**src/gpa_pkg.sv**
```systemverilog
package gpa_pkg;

   localparam int COORD_W = 32;
   localparam int DIFF_W = COORD_W + 1;
   localparam int MAG_W = COORD_W;
   localparam int MASS_W = 32;
   localparam int CFG_W = 32;
   localparam int PROD_W = 2 * CFG_W;
   localparam int SQ_W = 66;
   localparam int ROOT_W = SQ_W / 2;
   localparam int RSQ_W = ROOT_W + 3;
   localparam int K_W = PROD_W + MASS_W;
   localparam int DEN_W = SQ_W + ROOT_W;
   localparam int NUM_W = K_W + MAG_W;
   localparam int QUO_W = 33;
   localparam int REM_W = DEN_W + QUO_W;

   localparam int CSR_IDX_W = 2;
   localparam logic [CSR_IDX_W-1:0] REG_GRAV_CONSTANT = 2'd0;
   localparam logic [CSR_IDX_W-1:0] REG_TIME_STEP = 2'd1;
   localparam logic [CSR_IDX_W-1:0] REG_BODY_RADIUS = 2'd2;

   localparam logic [CFG_W-1:0] GRAV_CONSTANT_RST = 32'd655;
   localparam logic [CFG_W-1:0] TIME_STEP_RST = 32'd65536;
   localparam logic [CFG_W-1:0] BODY_RADIUS_RST = 32'd655360;

   localparam int QUEUE_DEPTH_DEF = 4;

   typedef struct packed {
      logic signed [DIFF_W-1:0] dx;
      logic signed [DIFF_W-1:0] dy;
      logic [MASS_W-1:0] mass;
   } diff_item_type;

   typedef struct packed {
      logic full;
      logic nonempty;
   } queue_status_type;

   typedef struct packed {
      logic [PROD_W-1:0] step_grav;
      logic [PROD_W-1:0] radius_sq;
   } cfg_derived_type;

endpackage

```
**src/gpa_front.sv**
```systemverilog
module gpa_front (
   input logic clock,
   input logic reset,
   input logic req_valid,
   output logic req_stall,
   input logic signed [gpa_pkg::COORD_W-1:0] req_source_x,
   input logic signed [gpa_pkg::COORD_W-1:0] req_source_y,
   input logic signed [gpa_pkg::COORD_W-1:0] req_target_x,
   input logic signed [gpa_pkg::COORD_W-1:0] req_target_y,
   input logic [gpa_pkg::MASS_W-1:0] req_source_mass,
   input gpa_pkg::queue_status_type q_stat,
   output logic q_push,
   output gpa_pkg::diff_item_type q_item
);
   import gpa_pkg::*;

   logic valid_ff, valid_in;
   diff_item_type item_ff;
   logic accept;

   assign req_stall = valid_ff && q_stat.full;
   assign accept = req_valid && !req_stall;
   assign q_push = valid_ff && !q_stat.full;

   always_comb begin
      valid_in = valid_ff;
      if (accept) begin
         valid_in = 1'b1;
      end else if (q_push) begin
         valid_in = 1'b0;
      end
   end

   always_ff @(posedge clock) begin
      if (reset) begin
         valid_ff <= 1'b0;
      end else begin
         valid_ff <= valid_in;
      end
   end

   // difference of two signed words needs one extra bit
   always_ff @(posedge clock) begin
      if (accept) begin
         item_ff.dx <= {req_source_x[COORD_W-1], req_source_x}
                       - {req_target_x[COORD_W-1], req_target_x};
         item_ff.dy <= {req_source_y[COORD_W-1], req_source_y}
                       - {req_target_y[COORD_W-1], req_target_y};
         item_ff.mass <= req_source_mass;
      end
   end

   assign q_item = item_ff;

endmodule

```
**config.mk**
```make
export PLATFORM = sky130hd
export DESIGN_NAME = gpa_front
export DESIGN_NICKNAME = d
export VERILOG_FILES = /design/src/gpa_pkg.sv /design/src/gpa_front.sv
export SDC_FILE = /design/constraint.sdc
export NUM_CORES = 1
export LEC_CHECK = 0
export BUFFER_PORTS_ARGS = -buffer_cell sky130_fd_sc_hd__buf_2
export CAP_MARGIN = 10
export CELL_PAD_IN_SITES_DETAIL_PLACEMENT = 2
export CELL_PAD_IN_SITES_GLOBAL_PLACEMENT = 2
export CORE_UTILIZATION = 27
export DETAILED_ROUTE_END_ITERATION = 6
export GPL_ROUTABILITY_DRIVEN = 0
export PLACE_DENSITY = 0.87
export SYNTH_ARGS = -nofsm -noshare
export SYNTH_HDL_FRONTEND = slang
export SYNTH_SLANG_ARGS = --single-unit
```
**constraint.sdc**
```tcl
create_clock -name clock -period 6.6 [get_ports clock]
set_input_delay 1.65 -clock clock [delete_from_list [all_inputs] [get_ports clock]]
set_output_delay 1.65 -clock clock [all_outputs]
set_load 0.02 [all_outputs]
```
======== Word-level counts from Yosys, hierarchy flattened ========
Index checks and enable logic that the tools add are counted.
operators by class
  add/subtract/negate cells ............... 2
  multipliers ............................. 0
  divide/modulo/power cells ............... 0
  order comparisons ....................... 0
  eq/ne operators ......................... 0
  shift operators ......................... 0
  mux-type cells .......................... 2
  bitwise gates (word level) .............. 0
  reductions and logical operators ........ 6
operators by type and width
  cell               number
  $sub 32x32->33     2
  $logic_and 1x1->1  3
  $logic_not 1->1    2
  $mux 1             2
  $reduce_bool 2->1  1
word-level totals
  register bits ........................... 99
  bits in latches ......................... 0
  bits in writable memories ............... 0
  memory bits (read-only) ................. 0
  logic and storage cells ................. 14
  memories ................................ 0

======== Longest topological paths before layout ========
  depth after elaboration ................. 4
  gate-level depth with buffers ........... 10
  mapped depth without buffers ............ 10

======== Worst setup path before layout ========
No wires, ideal clock.
  path type ............................... input-to-reg
  start ................................... input q_stat[1] in the netlist's numbering
  end ..................................... register item_ff (netlist bit q_item[0]), enable pin
  setup time .............................. 0.565 ns
  arrival time ............................ 6.220 ns
  required time ........................... 6.035 ns
  slack ................................... -0.185 ns
  stages .................................. 2
  path through ............................ and2_1 nor2b_1
on the way
  cells in the longest elaborated chain, start to end .. 3
RTL lines
  item                line             text
  start: declaration  gpa_front.sv:11  input gpa_pkg::queue_status_type q_stat,
  $logic_and 1x1->1   gpa_front.sv:21  assign req_stall = valid_ff && q_stat.full;
  $logic_not 1->1     gpa_front.sv:22  assign accept = req_valid && !req_stall;
  $logic_and 1x1->1   gpa_front.sv:22
  net accept          gpa_front.sv:19  logic accept;
  end: declaration    gpa_front.sv:18  diff_item_type item_ff;
The timed path passes the listed nets, and every way through them passes these cells.
A chain may end at the register's enable or synchronous reset.

======== Worst setup path after layout ========
  start ................................... input req_source_y[7] in the netlist's numbering
  end ..................................... register item_ff (netlist bit q_item[58]) (data pin)
on the way
  cells in the longest elaborated chain, start to end .. 1
RTL lines
  item                line             text
  start: declaration  gpa_front.sv:7   input logic signed [gpa_pkg::COORD_W-1:0] req_source_y,
  $sub 32x32->33      gpa_front.sv:48  - {req_target_y[COORD_W-1], req_target_y};
Every way passes these cells.

==> reports/results.ini <==
[synthesis]
yosysUniqueCellTypes = 69
synth.top_cell.area_share_pct = 42.49
ys_top_cells_by_area = edfxtp_1, ha_1, a21oi_1
yosysTopAreaCell = edfxtp_1
synthCells = 685
synth.top_cells.by_count = edfxtp_1, inv_1, a21oi_1, ha_1, nand2_1
synth_nets = 916
synth_edf_count = 98
ys_ff_latch = 99
synth_seq_area_share_pct = 42.77
synthFlopType = edfxtp_1
yosysWarnings = 0
synth-async-reset-ratio_pct = 0
synthesis.area_um2 = 6927
post-synth-top-count-cell = edfxtp_1
syn_avg_cell_area_um2 = 10.11

[worst_setup_path]
crit_slowest_cell = a21oi_1
rrSetupSlack_ps = 4300
cp.arrival_ps = 3960
crit_top_cell = o211ai_1
worstSetupStartpointType = input port
ff2ff_path_depth = 3
path_class = input port to register
r2r-end = q_item[67]
max_stage_delay_ps = 400
timing.rr.start = valid_ff
crit_chain = buf_2, ha_1, a21oi_1, nand2b_1, nor3_1, o211ai_1, o211ai_1, nor2b_1, xnor2_1
cp_max_fo = 6
endpoint_kind = register
cp.required_ps = 6690

[global_routing]
grt_pass1_vias = 6796
grt_pass1_wl_mm = 35.80
grtUsageMet1_pct = 19.84
use_met3_pct = 3.345
grt_busiest_layer = met2
grt_max_degree = 44
antenna_found_initial = 2
overflow = 0
grt_use_total_pct = 17.59
gr-usage-met2_pct = 33.55

[min_path]
min_path_type = register to register
min_from = valid_ff
holdPathEnd = valid_ff
hold_depth = 3

[floorplan]
ios = 265
rows = 58
die_h_um = 162.2
dieArea_um2 = 26300
core_um2 = 25180
initial_utilization_pct = 27.51
die_w_um = 162.2

[status]
status = completed

[routing]
first_pass_iters = 4
vias_per_cell = 4.834
ant_nets = 0
postRouteWirelength_mm = 22.98
drc = 0
wire_per_inst_um = 17.98
dr_total_vias = 6178
first_iter_violations = 193

[finish]
layout.nets = 1173
area_growth_pct = 27.69
drive_gt1_share_pct = 32.42
fin_util_pct = 35.12

[place]
port_buffers = 263
dp_hpwl_mm = 19.12

[timing]
hold_viol_final = 0
rsz0062_at_grt = no
maxSlewViolCount = 0
finalCritPeriodShare_pct = 58.65
skew_ps = 7.850
period_needed_ps = 3871
tightestPinTransition_ps = 959.7
setup_violations = 0
max_freq_mhz = 258.3
final.setup.tns_ps = 0
relSlewSlack_pct = 35.88

[job]
cap_violations = 0

[clocking]
root_buffer = clkbuf_16
insertion_delay_ps = 350
cts-resized-gates = 0
postCtsSetupBuffers = 0
cts_buffers = 9
clock-sinks = 99
htreeDepth = 3
cts_tree = yes
clock_path_buffers = 2
clk_pin_slew_ps = 80
cts_hold_buf = 0

[power]
power_density_nw_per_um2 = 224.3
p_leak_nw = 4.142
irDropWorstVdd_mv = 0.1234

-- layout make-up --
cell class	instances	area, um^2
antenna	1	2.502
clock buffer	9	225.2
clock inverter	7	58.81
fill	2842	16340
inverter	83	311.5
multi-input combinational	484	3540
sequential	99	2963
tap	330	412.9
timing repair buffer	265	1331
-- placed cells by master (no fill, tap or decap), types with 5 or more instances in the layout --
cell type,netlist,final
buf_2,3,263
edfxtp_1,98,98
inv_1,83,83
a21oi_1,68,68
ha_1,64,64
nand2_1,53,53
nor2_1,39,39
xnor2_1,32,32
a21o_1,28,28
o21ai_0,24,24
xor2_1,24,24
nand3_1,15,15
o21a_1,12,12
nand2b_1,11,11
o21bai_1,11,11
nand4_1,10,10
nor3_1,9,9
clkbuf_16,0,9
o211ai_1,7,7
nor2b_1,6,5
-- worst max-delay path: cells and delay by family --
kind | cells | cell delay, ps
XOR/XNOR | 1 | 100
AO/OA/AOI/OAI | 3 | 1030
AND/OR/NAND/NOR | 3 | 710
adder cells (fa/ha/maj) | 1 | 370
buffers and inverters | 1 | 100
-- flip-flops by register name (all words and copies together), names as in the netlist --
name and count:
q_item 98, valid_ff 1
-- where the power goes --
part	internal (mW)	total [mW]	switching [mW]
sequential	0.786	0.804	0.0177
clock	0.263	0.535	0.272
combinational	0.243	0.645	0.402
-- per-stage QoR --
| stage | cell area (um^2) | total power [mW] | setup WS, ps | instances | hold WS (ps) |
|---|---|---|---|---|---|
| 2_1_floorplan | 6929 | 1.246 | 1690 | 685 | 691.9 |
| 3_3_place_gp | 8558 | 1.440 | 2492 | 1261 | 644.6 |
| 3_5_place_dp | 8558 | 1.470 | 2373 | 1261 | 687.0 |
| 4_1_cts | 8842 | 2.018 | 2732 | 1277 | 700.2 |
| 5_1_grt | 8842 | 2.092 | 2639 | 1277 | 738.1 |
| 6_report | 8845 | 1.984 | 2729 | 1278 | 686.4 |
-- worst max-delay path by stage --
stage / start / to / cells past startpoint
6_report: req_source_y[7] / q_item[58] / 9
5_1_grt: req_target_y[7] / q_item[58] / 10
4_1_cts: req_source_y[7] / q_item[58] / 9
3_5_place_dp: req_source_y[7] / q_item[58] / 9
3_3_place_gp: req_source_y[0] / q_item[64] / 11
2_1_floorplan: q_stat[1] / q_item[0] / 2
-- layer usage --
metal / up-vias / part of all wire [%]
met3: 14 / 4.7
met2: 175 / 53
met4: 0 / 1.2
met5: - / 0
li1: 2977 / -
met1: 3012 / 41
-- cell families (layout without fill, tap and decap cells) --
| kind of cell | after synthesis | in the layout | share of synthesized area, % |
|---|---|---|---|
| AO/OA/AOI/OAI | 202 | 202 | 20.90 |
| AND/OR/NAND/NOR | 160 | 160 | 10.87 |
| buffers and inverters | 102 | 364 | 6.232 |
| flip-flops | 99 | 99 | 42.77 |
| adder cells (fa/ha/maj) | 66 | 66 | 12.14 |
| XOR/XNOR | 56 | 56 | 7.081 |
| other | 0 | 1 | 0 |
(Power assumes the default switching activity.)
