File: src/gpa_pkg.sv
package gpa_pkg;

   localparam int COORD_W = 32;
   localparam int DIFF_W = COORD_W + 1;
   localparam int MAG_W = COORD_W;
   localparam int MASS_W = 32;
   localparam int CFG_W = 32;
   localparam int PROD_W = 2 * CFG_W;
   localparam int SQ_W = 66;
   localparam int ROOT_W = SQ_W / 2;
   localparam int RSQ_W = ROOT_W + 3;
   localparam int K_W = PROD_W + MASS_W;
   localparam int DEN_W = SQ_W + ROOT_W;
   localparam int NUM_W = K_W + MAG_W;
   localparam int QUO_W = 33;
   localparam int REM_W = DEN_W + QUO_W;

   localparam int CSR_IDX_W = 2;
   localparam logic [CSR_IDX_W-1:0] REG_GRAV_CONSTANT = 2'd0;
   localparam logic [CSR_IDX_W-1:0] REG_TIME_STEP = 2'd1;
   localparam logic [CSR_IDX_W-1:0] REG_BODY_RADIUS = 2'd2;

   localparam logic [CFG_W-1:0] GRAV_CONSTANT_RST = 32'd655;
   localparam logic [CFG_W-1:0] TIME_STEP_RST = 32'd65536;
   localparam logic [CFG_W-1:0] BODY_RADIUS_RST = 32'd655360;

   localparam int QUEUE_DEPTH_DEF = 4;

   typedef struct packed {
      logic signed [DIFF_W-1:0] dx;
      logic signed [DIFF_W-1:0] dy;
      logic [MASS_W-1:0] mass;
   } diff_item_type;

   typedef struct packed {
      logic full;
      logic nonempty;
   } queue_status_type;

   typedef struct packed {
      logic [PROD_W-1:0] step_grav;
      logic [PROD_W-1:0] radius_sq;
   } cfg_derived_type;

endpackage

File: src/gpa_queue.sv
module gpa_queue #(
   parameter int DEPTH = gpa_pkg::QUEUE_DEPTH_DEF
) (
   input logic clock,
   input logic reset,
   input logic push,
   input gpa_pkg::diff_item_type push_item,
   input logic pop,
   output gpa_pkg::diff_item_type pop_item,
   output gpa_pkg::queue_status_type status
);
   import gpa_pkg::*;

   localparam int PTR_W = $clog2(DEPTH);
   localparam int CNT_W = $clog2(DEPTH + 1);

   diff_item_type entry_ff [DEPTH];
   logic [PTR_W-1:0] wr_ptr_ff, wr_ptr_in;
   logic [PTR_W-1:0] rd_ptr_ff, rd_ptr_in;
   logic [CNT_W-1:0] count_ff, count_in;

   always_comb begin
      wr_ptr_in = wr_ptr_ff;
      rd_ptr_in = rd_ptr_ff;
      count_in = count_ff;
      if (push) begin
         wr_ptr_in = (wr_ptr_ff == PTR_W'(DEPTH - 1)) ? '0 : wr_ptr_ff + 1'b1;
      end
      if (pop) begin
         rd_ptr_in = (rd_ptr_ff == PTR_W'(DEPTH - 1)) ? '0 : rd_ptr_ff + 1'b1;
      end
      if (push && !pop) begin
         count_in = count_ff + 1'b1;
      end else if (pop && !push) begin
         count_in = count_ff - 1'b1;
      end
   end

   always_ff @(posedge clock) begin
      if (reset) begin
         wr_ptr_ff <= '0;
         rd_ptr_ff <= '0;
         count_ff <= '0;
      end else begin
         wr_ptr_ff <= wr_ptr_in;
         rd_ptr_ff <= rd_ptr_in;
         count_ff <= count_in;
      end
   end

   always_ff @(posedge clock) begin
      if (push) begin
         entry_ff[wr_ptr_ff] <= push_item;
      end
   end

   assign pop_item = entry_ff[rd_ptr_ff];
   assign status.full = (count_ff == CNT_W'(DEPTH));
   assign status.nonempty = (count_ff != '0);

endmodule

File: config.mk
export PLATFORM = sky130hd
export DESIGN_NAME = gpa_queue
export DESIGN_NICKNAME = d
export VERILOG_FILES = /design/src/gpa_pkg.sv /design/src/gpa_queue.sv
export SDC_FILE = /design/constraint.sdc
export NUM_CORES = 1
export LEC_CHECK = 0
export ABC_AREA = 1
export BUFFER_PORTS_ARGS = -buffer_cell sky130_fd_sc_hd__buf_2
export CORE_AREA = 2 2 168 170
export DETAILED_ROUTE_END_ITERATION = 8
export DIE_AREA = 0 0 170 172
export GPL_TIMING_DRIVEN = 0
export PLACE_DENSITY = 0.78
export SLEW_MARGIN = 15
export SYNTH_ARGS = -nofsm -noshare
export SYNTH_HDL_FRONTEND = slang
export SYNTH_SLANG_ARGS = --single-unit
File: constraint.sdc
create_clock -name clock -period 4.67 [get_ports clock]
set_input_delay 0.7005 -clock clock [delete_from_list [all_inputs] [get_ports clock]]
set_output_delay 0.7005 -clock clock [all_outputs]
set_load 0.1 [all_outputs]
# --- Word level (Yosys, flattened, before mapping) ---
# Memory sizes are Yosys's and may differ from the RTL's. A register that Yosys moved wholly into a read port is not among the register bits.
# Index checks and enable logic that the tools add are counted.
classes:
  n_addsub: 4
  n_eq_ne: 3
  muxes: 8
  reduce_logical: 6
op_table:
  columns: ["operator", "n"]
  rows:
  - ["$mux 2", 4]
  - ["$mux 3", 2]
  - ["$add 2x1->2 const B", 2]
  - ["$eq 2x2->1 const B", 2]
  - ["$add 3x1->3 const B", 1]
  - ["$eq 3x3->1 const B", 1]
  - ["$reduce_bool 3->1", 1]
  - ["$sub 3x1->3 const B", 1]
  - ["$logic_and 1x1->1", 2]
  - ["$logic_not 1->1", 2]
  - ["$mux 1", 2]
  - ["$reduce_bool 2->1", 1]
word_totals:
  reg_bits: 7
  ramBits: 392
  in_bits: 102
  word_cells: 25
  n_memories: 1
mem_list:
  columns: ["name", "depth", "word_bits", "rd", "rd_clocked_by_memory_dff", "wr", "line_no", "rtl"]
  rows:
  - ["entry_ff", 4, 98, 1, 1, 1, "gpa_queue.sv:17", "diff_item_type entry_ff [DEPTH];"]

# --- Depth between registers and ports, before layout ---
# Gate-level depths: netlist of the first run.
depth:
  ltp_word: 4
  depth_mapped: 10
  mapped_depth_nobuf: 10

# --- Worst setup path after synthesis of the first run ---
# OpenSTA, ideal clock, no wires.
synth_path:
  kind: "register to output"
  from: "register count_ff[0]"
  to: "output port status[1] in the netlist's numbering"
  t_arrival_ns: 2.418
  slack_ns: 1.551
  path_stages_with_launch: 2
  path_buffers: 0
  cell_sequence: "dfxtp_1 nor3_1"
synth_lines:
  columns: ["item", "line_no", "rtl"]
  rows:
  - ["from (decl)", "gpa_queue.sv:20", "logic [CNT_W-1:0] count_ff, count_in;"]
  - ["from (signal assigned)", "gpa_queue.sv:47", "count_ff <= count_in;"]
  - ["to (decl)", "gpa_queue.sv:10", "output gpa_pkg::queue_status_type status"]

==> results of run 1 <==
==> logic make-up (layout without fill, tap and decap cells) <==
group	Yosys count	in the layout
flip-flops	401	401
AO/OA/AOI/OAI	300	300
AND/OR/NAND/NOR	219	219
buffers and inverters	80	353
adder cells (fa/ha/maj)	7	7
XOR/XNOR	1	1
other	0	3
==> stage by stage <==
stage,worst slack (ns),instances,total power (W),hold slack [ns]
6_report,1.357,1630,0.008889,0.3982
5_1_grt,1.216,1627,0.009159,0.3876
4_1_cts,1.356,1627,0.008936,0.3758
3_5_place_dp,1.922,1559,0.005946,0.5318
3_3_place_gp,-0.05736,1555,0.005925,0.5151
2_1_floorplan,1.551,1008,0.005563,0.4897
==> power by group <==
part | internal (W) | total [W] | switching (W) | leakage, nW
Combinational | 0.000278 | 0.00172 | 0.00144 | 2.00
Sequential | 0.00411 | 0.00415 | 0.0000367 | 3.68
Clock | 0.00178 | 0.00302 | 0.00124 | 0.609
==> layer usage <==
layer,up-vias,part of all wire,GRT usage
met5,-,0.0011,0
li1,4309,-,-
met3,57,0.075,0.04486
met4,6,0.018,0.06020
met1,4536,0.41,0.3014
met2,350,0.49,0.3885
==> layout by cell type (no fill, tap or decap), types with 2 or more instances in the layout <==
cell type	synthesis	final
a21oi_1	3	3
buf_16	0	4
buf_2	7	208
buf_4	5	5
buf_6	15	15
bufinv_16	0	3
clkbuf_1	34	43
clkbuf_16	0	41
clkbuf_2	2	2
clkinv_1	0	5
clkinv_2	0	9
dfxtp_1	9	9
diode_2	0	3
edfxtp_1	392	392
ha_1	6	6
inv_1	14	10
inv_6	1	5
nand2_1	9	9
nor2_1	205	205
nor3_1	3	3
o21ai_0	152	152
o21ai_1	47	47
o22ai_1	98	98
==> worst register-to-register path: stages, from the launching register on <==
cell	delay [ns]
dfxtp_1	0.40
ha_1	0.19
nand2_1	0.11
inv_6	0.35
buf_16	0.37
==> state kept, by name, indices dropped and copies added, names as in the netlist, named ones only <==
| signal | cells |
|---|---|
| entry_ff | 392 |
| count_ff | 3 |
| wr_ptr_ff | 2 |
| rd_ptr_ff | 2 |
==> worst paths after layout <==
kind / slack, ns / startpoint / to
max: 1.36 / flip-flop / pop_item[86]
min: 0.40 / push_item[75] / entry_ff[0][75]
max reg2reg: 2.85 / wr_ptr_ff[0] / entry_ff[3][54]
min reg2reg: 0.54 / wr_ptr_ff[1] / wr_ptr_ff[1]
==> layout make-up <==
cell class / instances / area, µm²
multi-input cells: 527 / 2557
well taps: 346 / 432.9
repair buffers: 205 / 1116
clock buffers: 51 / 1074
clock inverters: 17 / 153.9
flip-flops and latches: 401 / 11950
inverters: 16 / 85.08
diodes: 3 / 7.507
plain buffers: 64 / 399.1
fillers: 1954 / 9699
==> impl_metrics.yaml, run 1 <==
synthesis:
  synthAdderAreaFrac: 0.006351
  yosysWarnings: 0
  synth_area_leader_cell: "edfxtp_1"
  synth_compound_area_frac: 0.1085
  yosysTopAreaCellShare: 0.7862
  yosysMostFrequentCell: "edfxtp_1"
  synth_fp_nets: 1117
  seq_area_frac_synth: 0.7982
  synth_cells: 1008
  synth_cell_type_count: 23
  ys_async_sr_fraction: 0
  synthMuxAreaShare: 0
  synth_enable_flop_cells: 392
  yosys-top-cells-area: "edfxtp_1 (79%), nor2_1 (5.1%), o21ai_0 (5.1%)"
  synth_area_um2: 14970
  synth-simple-area-share: 0.05540
  synth_top_family_by_area: "compound AO/OA/AOI/OAI gates"
  synth_commonest_cells: "edfxtp_1 (392), nor2_1 (205), o21ai_0 (152)"
  syn_avg_cell_area_um2: 14.85
  synthFlopType: "edfxtp_1"
  ys_seq_elements: 401
  synth_xor_area_frac: 0.0005849
setup_path:
  ff2ff_path_depth: 4
  critPathTopFamily: "buffers and inverters"
  worstPathRequired_ns: 3.97
  crit_buf_inv: 4
  arrival_ns: 2.61
  slowest_stage: "buf_2"
  worstSetupEndpointType: "primary output"
  cp_max_fo: 10
  crit_cells: 6
  crit_type: "reg -> out"
  crit_chain: "buf_4, inv_2, clkbuf_1, o21ai_0, o22ai_1, buf_2"
  critPathLaunchType: "flip-flop"
  cp_slowest_stage_delay_ns: 0.49
cells_and_area:
  num-nets-final: 1363
  post-route-util: 0.6470
  stdcell_area_um2: 17780
  area_delta_synth_final_pct: 18.73
  drive_gt1_frac: 0.2303
power_and_ir_drop:
  p_per_area_nw_per_um2: 500.0
  p_leak_nw: 6.282
  ir_worst_vdd_v: 0.0004878
die:
  core_um2: 27480
  row_count: 61
  initial_core_util: 0.5449
  dieHeight_um: 172
  fp.dieW_um: 170
  die_area_um2: 29240
  ioPinCount: 202
sta:
  hold_viol_final: 0
  fin_crit_ns: 3.313
  tightest_slew_ns: 0.5809
  max_freq_mhz: 301.8
  setup_violations: 0
  fin_skew_ns: 0.007096
  period_share: 0.7095
  fin_setup_tns_ns: 0
  rsz0062_at_grt: "no"
  slew_headroom: 0.6127
  maxSlewViolCount: 0
grt:
  grt_max_degree: 61
  grt_pass1_wl_um: 50290
  grt_pass1_vias: 9333
  overflow: 0
  grt_usage: 0.2269
  antenna_found_initial: 5
place:
  dp_hpwl_um: 20130
  io_buffers: 201
  placed_area_um2: 16540
  gp_congestion: 0.7633
drt:
  drt-total-wl_um: 33660
  ant_nets: 0
  dr_total_vias: 9258
  drtIter0Drc: 929
  drc_errors: 0
  vias_per_cell: 5.680
  drtPass1Iterations: 5
  drt-wirelength-per-cell_um: 20.65
flow_run:
  drv_cap: 0
clocking:
  cts_max_level: 2
  cts_tree: "built"
  ctsResizeCount: 0
  clk_path_buf_depth: 3
  clock_sinks: 401
  cts_hold_buf: 0
  cts-root-buf: "clkbuf_16"
  clkTransAtPathRegs_ns: 0.06
  clock_latency_ns: 0.51
  cts_buffers: 39
  postCtsSetupRepairBufs: 0
outcome:
  status: "finished clean"
min_path:
  hold_path_class: "in -> reg"
  hold_path_depth: 1
Note: power is estimated with default switching activity, not from simulation.
==> inputs of run 2 (changes only) <==
- CORE_AREA: 2 2 168 170 -> 2 2 173 175
- DIE_AREA: 0 0 170 172 -> 0 0 175 177
- PLACE_DENSITY: 0.78 -> 0.77
- clock period: 4.67 -> 2.78 ns (I/O delays scaled with it)
==> impl_metrics.yaml, run 2 (same netlist as run 1, synthesis figures left out) <==
outcome:
  status: "finished clean"
cells_and_area:
  final_common_cell: "edfxtp_1"
  layoutNonFillerInstCount: 1688
  largest_reg_flops: 392
  layout_common_cells: "edfxtp_1 (392), nor2_1 (205), o21ai_0 (152), buf_2 (111), o22ai_2 (92)"
  num-nets-final: 1371
  top_register: "entry_ff"
  area_delta_synth_final_pct: 26.05
  reg.largest.list: "entry_ff (392), count_ff (3)"
  drive_gt1_frac: 0.3235
clocking:
  cts_buffers: 40
  clk_path_buf_depth: 3
  cts-root-buf: "clkbuf_16"
  clkTransAtPathRegs_ns: 0.06
  postCtsSetupRepairBufs: 0
  clock_latency_ns: 0.52
  cts_hold_buf: 0
  cts_max_level: 2
  cts_tree: "built"
  clock_sinks: 401
sta:
  tightest_slew_ns: 0.6176
  fin_crit_ns: 2.718
  maxSlewViolCount: 0
  hold_viol_final: 0
  slew_headroom: 0.5874
  period_share: 0.9779
  max_freq_mhz: 367.9
  fin_skew_ns: 0.01606
  hold_ws_ns: 0.1098
  setup_violations: 0
setup_path:
  critPathLaunchType: "flip-flop"
  r2r_end: "entry_ff[2][49]"
  cp_max_fo: 10
  regToRegStartpoint: "wr_ptr_ff[0]"
  ff2ff_path_depth: 6
  worstSetupEndpointType: "primary output"
  critPathTopFamily: "buffers and inverters"
  crit_buf_inv: 5
  cp_slowest_stage_delay_ns: 0.30
  crit_chain: "buf_4, inv_4, clkbuf_2, buf_2, o21ai_1, o22ai_2, buf_6"
  crit_type: "reg -> out"
  worstPathRequired_ns: 2.36
  arrival_ns: 2.30
  r2r_slack_ns: 0.62
  slowest_stage: "dfxtp_1"
drt:
  drt-wirelength-per-cell_um: 20.84
  dr_total_vias: 9395
  ant_nets: 0
  drtPass1Iterations: 5
  vias_per_cell: 5.566
  drc_errors: 0
  drtIter0Drc: 716
  drt-total-wl_um: 35190
grt:
  grt_pass1_vias: 9633
  grt_usage: 0.2251
  grt_max_degree: 33
  antenna_found_initial: 5
  grt_pass1_wl_um: 53310
  overflow: 0
power_and_ir_drop:
  p_leak_nw: 6.737
  ir_worst_vdd_v: 0.0005840
  p_sw_w: 0.004685
  pwr-share-seq: 0.457
  p_int_w: 0.01056
  p_per_area_nw_per_um2: 807.6
  clock_power_share: 0.331
  switching_share: 0.3074
  pwr-share-comb: 0.212
die:
  ioPinCount: 202
  initial_core_util: 0.5120
  die_area_um2: 30980
  fp.dieW_um: 175
  core_um2: 29240
  row_count: 63
  dieHeight_um: 177
min_path:
  hold_end: "entry_ff[1][21]"
  hold_path_depth: 1
  hold_path_class: "in -> reg"
  hp-start: "push_item[21]"
place:
  dp.cells: 1611
  dp_hpwl_um: 21850
  io_buffers: 201
  gp_congestion: 0.7448
flow_run:
  drv_cap: 0
## run 2: cell types whose count changed in the layout (fill, tap and decap cells not counted), sizes merged
cell,before,now
buf,233,226
bufinv,3,1
clkbuf,87,109
clkinv,14,9
clkinvlp,0,5
diode,3,6
inv,16,14
## run 2: layout make-up
type	count	area, µm²
flip-flops and latches	401	11950
fillers	2033	10370
multi-input cells	527	3138
repair buffers	213	1538
clock buffers	59	1144
well taps	390	488.0
plain buffers	63	422.9
clock inverters	13	93.84
inverters	16	82.58
diodes	6	15.01
## run 2: through the flow
stage	total power, W	instance area, µm²	setup WS, ns	util	TNS [ns]
CTS	0.01532	18780	-0.03044	0.6420	-0.03044
floorplan	0.009489	15570	0.01795	-	0
global placement	0.01010	17060	-0.9700	0.5835	-359.83
finish	0.01524	18870	0.06151	0.6454	0
detailed placement	0.01017	17310	0.2952	0.5919	0
global route	0.01572	18860	-0.001811	0.6448	-0.004473
## run 2: worst max path at each step
stage          depth (start not counted)    startpoint         endpoint  slack (ns)
6_report                               7     flip-flop     pop_item[62]        0.06
5_1_grt                                7     flip-flop     pop_item[77]      -0.002
4_1_cts                                6     flip-flop     pop_item[23]       -0.03
3_5_place_dp                           6     flip-flop     pop_item[16]        0.30
3_3_place_gp                           4  wr_ptr_ff[0]  entry_ff[0][68]       -0.97
2_1_floorplan                          7     flip-flop     pop_item[78]        0.02
## run 2: worst register-to-register path, delay by kind of cell (launching register included)
| kind | cells | cell delay (ns) |
|---|---|---|
| buf+inv | 4 | 1.20 |
| flops | 1 | 0.40 |
| fa+ha+maj | 1 | 0.19 |
| simple gates | 1 | 0.10 |
## run 2: power groups by stage
stage               clock network [W]  registers, W  logic (W)
floorplan                           0       0.00710    0.00239
global placement                    0       0.00711    0.00298
detailed placement                  0       0.00710    0.00308
CTS                           0.00514       0.00697    0.00320
global route                  0.00538       0.00698    0.00336
finish                        0.00504       0.00697    0.00323
## run 2: what timing repair did
item	in CTS	in global routing
endpoints found under the hold margin	0	0
gates resized for setup	98	41
setup endpoints to repair	94	53
## run 2: routing by layer
layer	GRT usage	vias up	wire, µm
li1	-	4345	-
met1	0.3026	4687	14750
met2	0.3707	308	17190
met3	0.05112	51	2562
met4	0.06736	4	665
met5	0	-	27
==> inputs of run 3 (changes only) <==
- CORE_AREA: 2 2 173 175 -> 2 2 142 213
- DIE_AREA: 0 0 175 177 -> 0 0 144 215
==> impl_metrics.yaml, run 3 (same netlist as run 1, synthesis figures left out) <==
setup_path:
  arrival_ns: 2.29
  cp_max_fo: 10
  worstSetupEndpointType: "primary output"
  crit_type: "reg -> out"
  worstPathRequired_ns: 2.36
  regToRegStartpoint: "wr_ptr_ff[1]"
  critPathLaunchType: "flip-flop"
sta:
  slew_headroom: 0.5572
  max_freq_mhz: 369.1
  period_share: 0.9746
  tightest_slew_ns: 0.6628
  hold_viol_final: 0
  fin_skew_ns: 0.01271
  maxSlewViolCount: 0
  setup_violations: 0
  fin_crit_ns: 2.709
  rsz0062_at_grt: "no"
  finalWorstSetupSlack_ns: 0.07052
clocking:
  cts-root-buf: "clkbuf_16"
  cts_hold_buf: 0
  cts_buffers: 37
  cts_tree: "built"
  clock_latency_ns: 0.53
  clk_path_buf_depth: 3
  cts_max_level: 2
  clkTransAtPathRegs_ns: 0.07
  clock_sinks: 401
  postCtsSetupRepairBufs: 0
grt:
  antenna_found_initial: 1
  grt_usage: 0.2225
  grt_max_degree: 31
  overflow: 0
  grt_pass1_wl_um: 52400
  grt_pass1_vias: 9812
cells_and_area:
  final_common_cell: "edfxtp_1"
  num-nets-final: 1370
  top_register: "entry_ff"
  antennaDiodeCount: 0
  layout_common_cells: "edfxtp_1 (392), nor2_1 (205), o21ai_0 (152), buf_2 (130), o22ai_2 (92)"
  layoutNonFillerInstCount: 1680
  multiInputGateArea_um2: 3138
  seqCellArea_um2: 11950
  area_delta_synth_final_pct: 25.34
  largest_reg_flops: 392
  stdcell_area_um2: 18770
  reg.largest.list: "entry_ff (392), count_ff (3)"
  drive_gt1_frac: 0.3230
  fillers: 2064
power_and_ir_drop:
  p_int_w: 0.01037
  switching_share: 0.3084
  p_sw_w: 0.004625
  p_leak_nw: 6.694
  p_total_w: 0.01499
  pwr-share-seq: 0.465
  pwr-share-comb: 0.213
  ir_worst_vdd_v: 0.0007326
  p_per_area_nw_per_um2: 799.0
  clock_power_share: 0.322
min_path:
  hp-start: "push_item[79]"
  hold_path_class: "in -> reg"
drt:
  vias_per_cell: 5.558
  drt-total-wl_um: 35130
  ant_nets: 0
  dr_total_vias: 9338
  drt-wirelength-per-cell_um: 20.91
  drtIter0Drc: 577
  drc_errors: 0
  drtPass1Iterations: 5
die:
  fp.dieW_um: 144
  die_area_um2: 30960
  initial_core_util: 0.5129
  core_um2: 29190
  row_count: 77
  ioPinCount: 202
  dieHeight_um: 215
place:
  dp_hpwl_um: 22430
  dp.cells: 1617
  place_ws_ns: 0.3731
  placed_area_um2: 17340
  io_buffers: 201
  gp_congestion: 0.7785
outcome:
  status: "finished clean"
flow_run:
  drv_cap: 0
==> run 3: changes by cell type in the layout (fill, tap and decap cells not counted), sizes merged <==
cell,previous run,this run
clkinv,9,10
buf,226,227
diode,6,0
inv,14,12
bufinv,1,2
clkbuf,109,101
==> run 3: final cells by class <==
type	count	area share
Buffer	64	0.02293
Clock buffer	50	0.05473
Clock inverter	13	0.006200
Inverter	16	0.004333
Multi-Input combinational cell	527	0.1672
Sequential cell	401	0.6368
Tap cell	395	0.02633
Timing Repair Buffer	214	0.08147
==> run 3: metrics by stage <==
stage / hold slack, ns / setup TNS (ns) / util
5_1_grt: 0.07956 / 0 / 0.6429
3_5_place_dp: 0.5369 / 0 / 0.5941
4_1_cts: 0.07253 / 0 / 0.6399
6_report: 0.1013 / 0 / 0.6429
3_3_place_gp: 0.5195 / -377.04 / 0.5847
2_1_floorplan: 0.4894 / 0 / -
==> run 3: worst max-delay path, cell delays in order (launching register included) <==
cell      delay [ns]
dfxtp_1         0.31
buf_4           0.21
clkbuf_1        0.39
o21ai_0         0.28
o22ai_2         0.25
buf_4           0.33
==> run 3: path summary, 6_finish.rpt <==
check | slack [ns] | depth (start not counted) | endpoint
worst min register to register | 0.54 | 3 | count_ff[2]
worst max-delay path | 0.07 | 5 | pop_item[94]
worst min-delay path | 0.10 | 1 | entry_ff[0][79]
worst max register to register | 0.60 | 6 | entry_ff[1][63]
==> run 3: timing repair <==
item | in CTS | in global routing
resized for setup | 83 | 41
hold endpoints to repair | 0 | 0
setup endpoints to repair | 92 | 62
==> run 3: power by group through the flow <==
stage               logic, W  registers, W  clock network [W]
CTS                  0.00317       0.00697            0.00491
global placement     0.00298       0.00711                  0
detailed placement   0.00307       0.00710                  0
global route         0.00333       0.00698            0.00513
finish               0.00320       0.00697            0.00483
floorplan            0.00239       0.00710                  0
==> run 3: layer usage <==
layer,track usage,wire [µm]
met2,0.3975,18850
met1,0.2626,13030
met5,0,13
met4,0.07876,825
met3,0.04768,2408
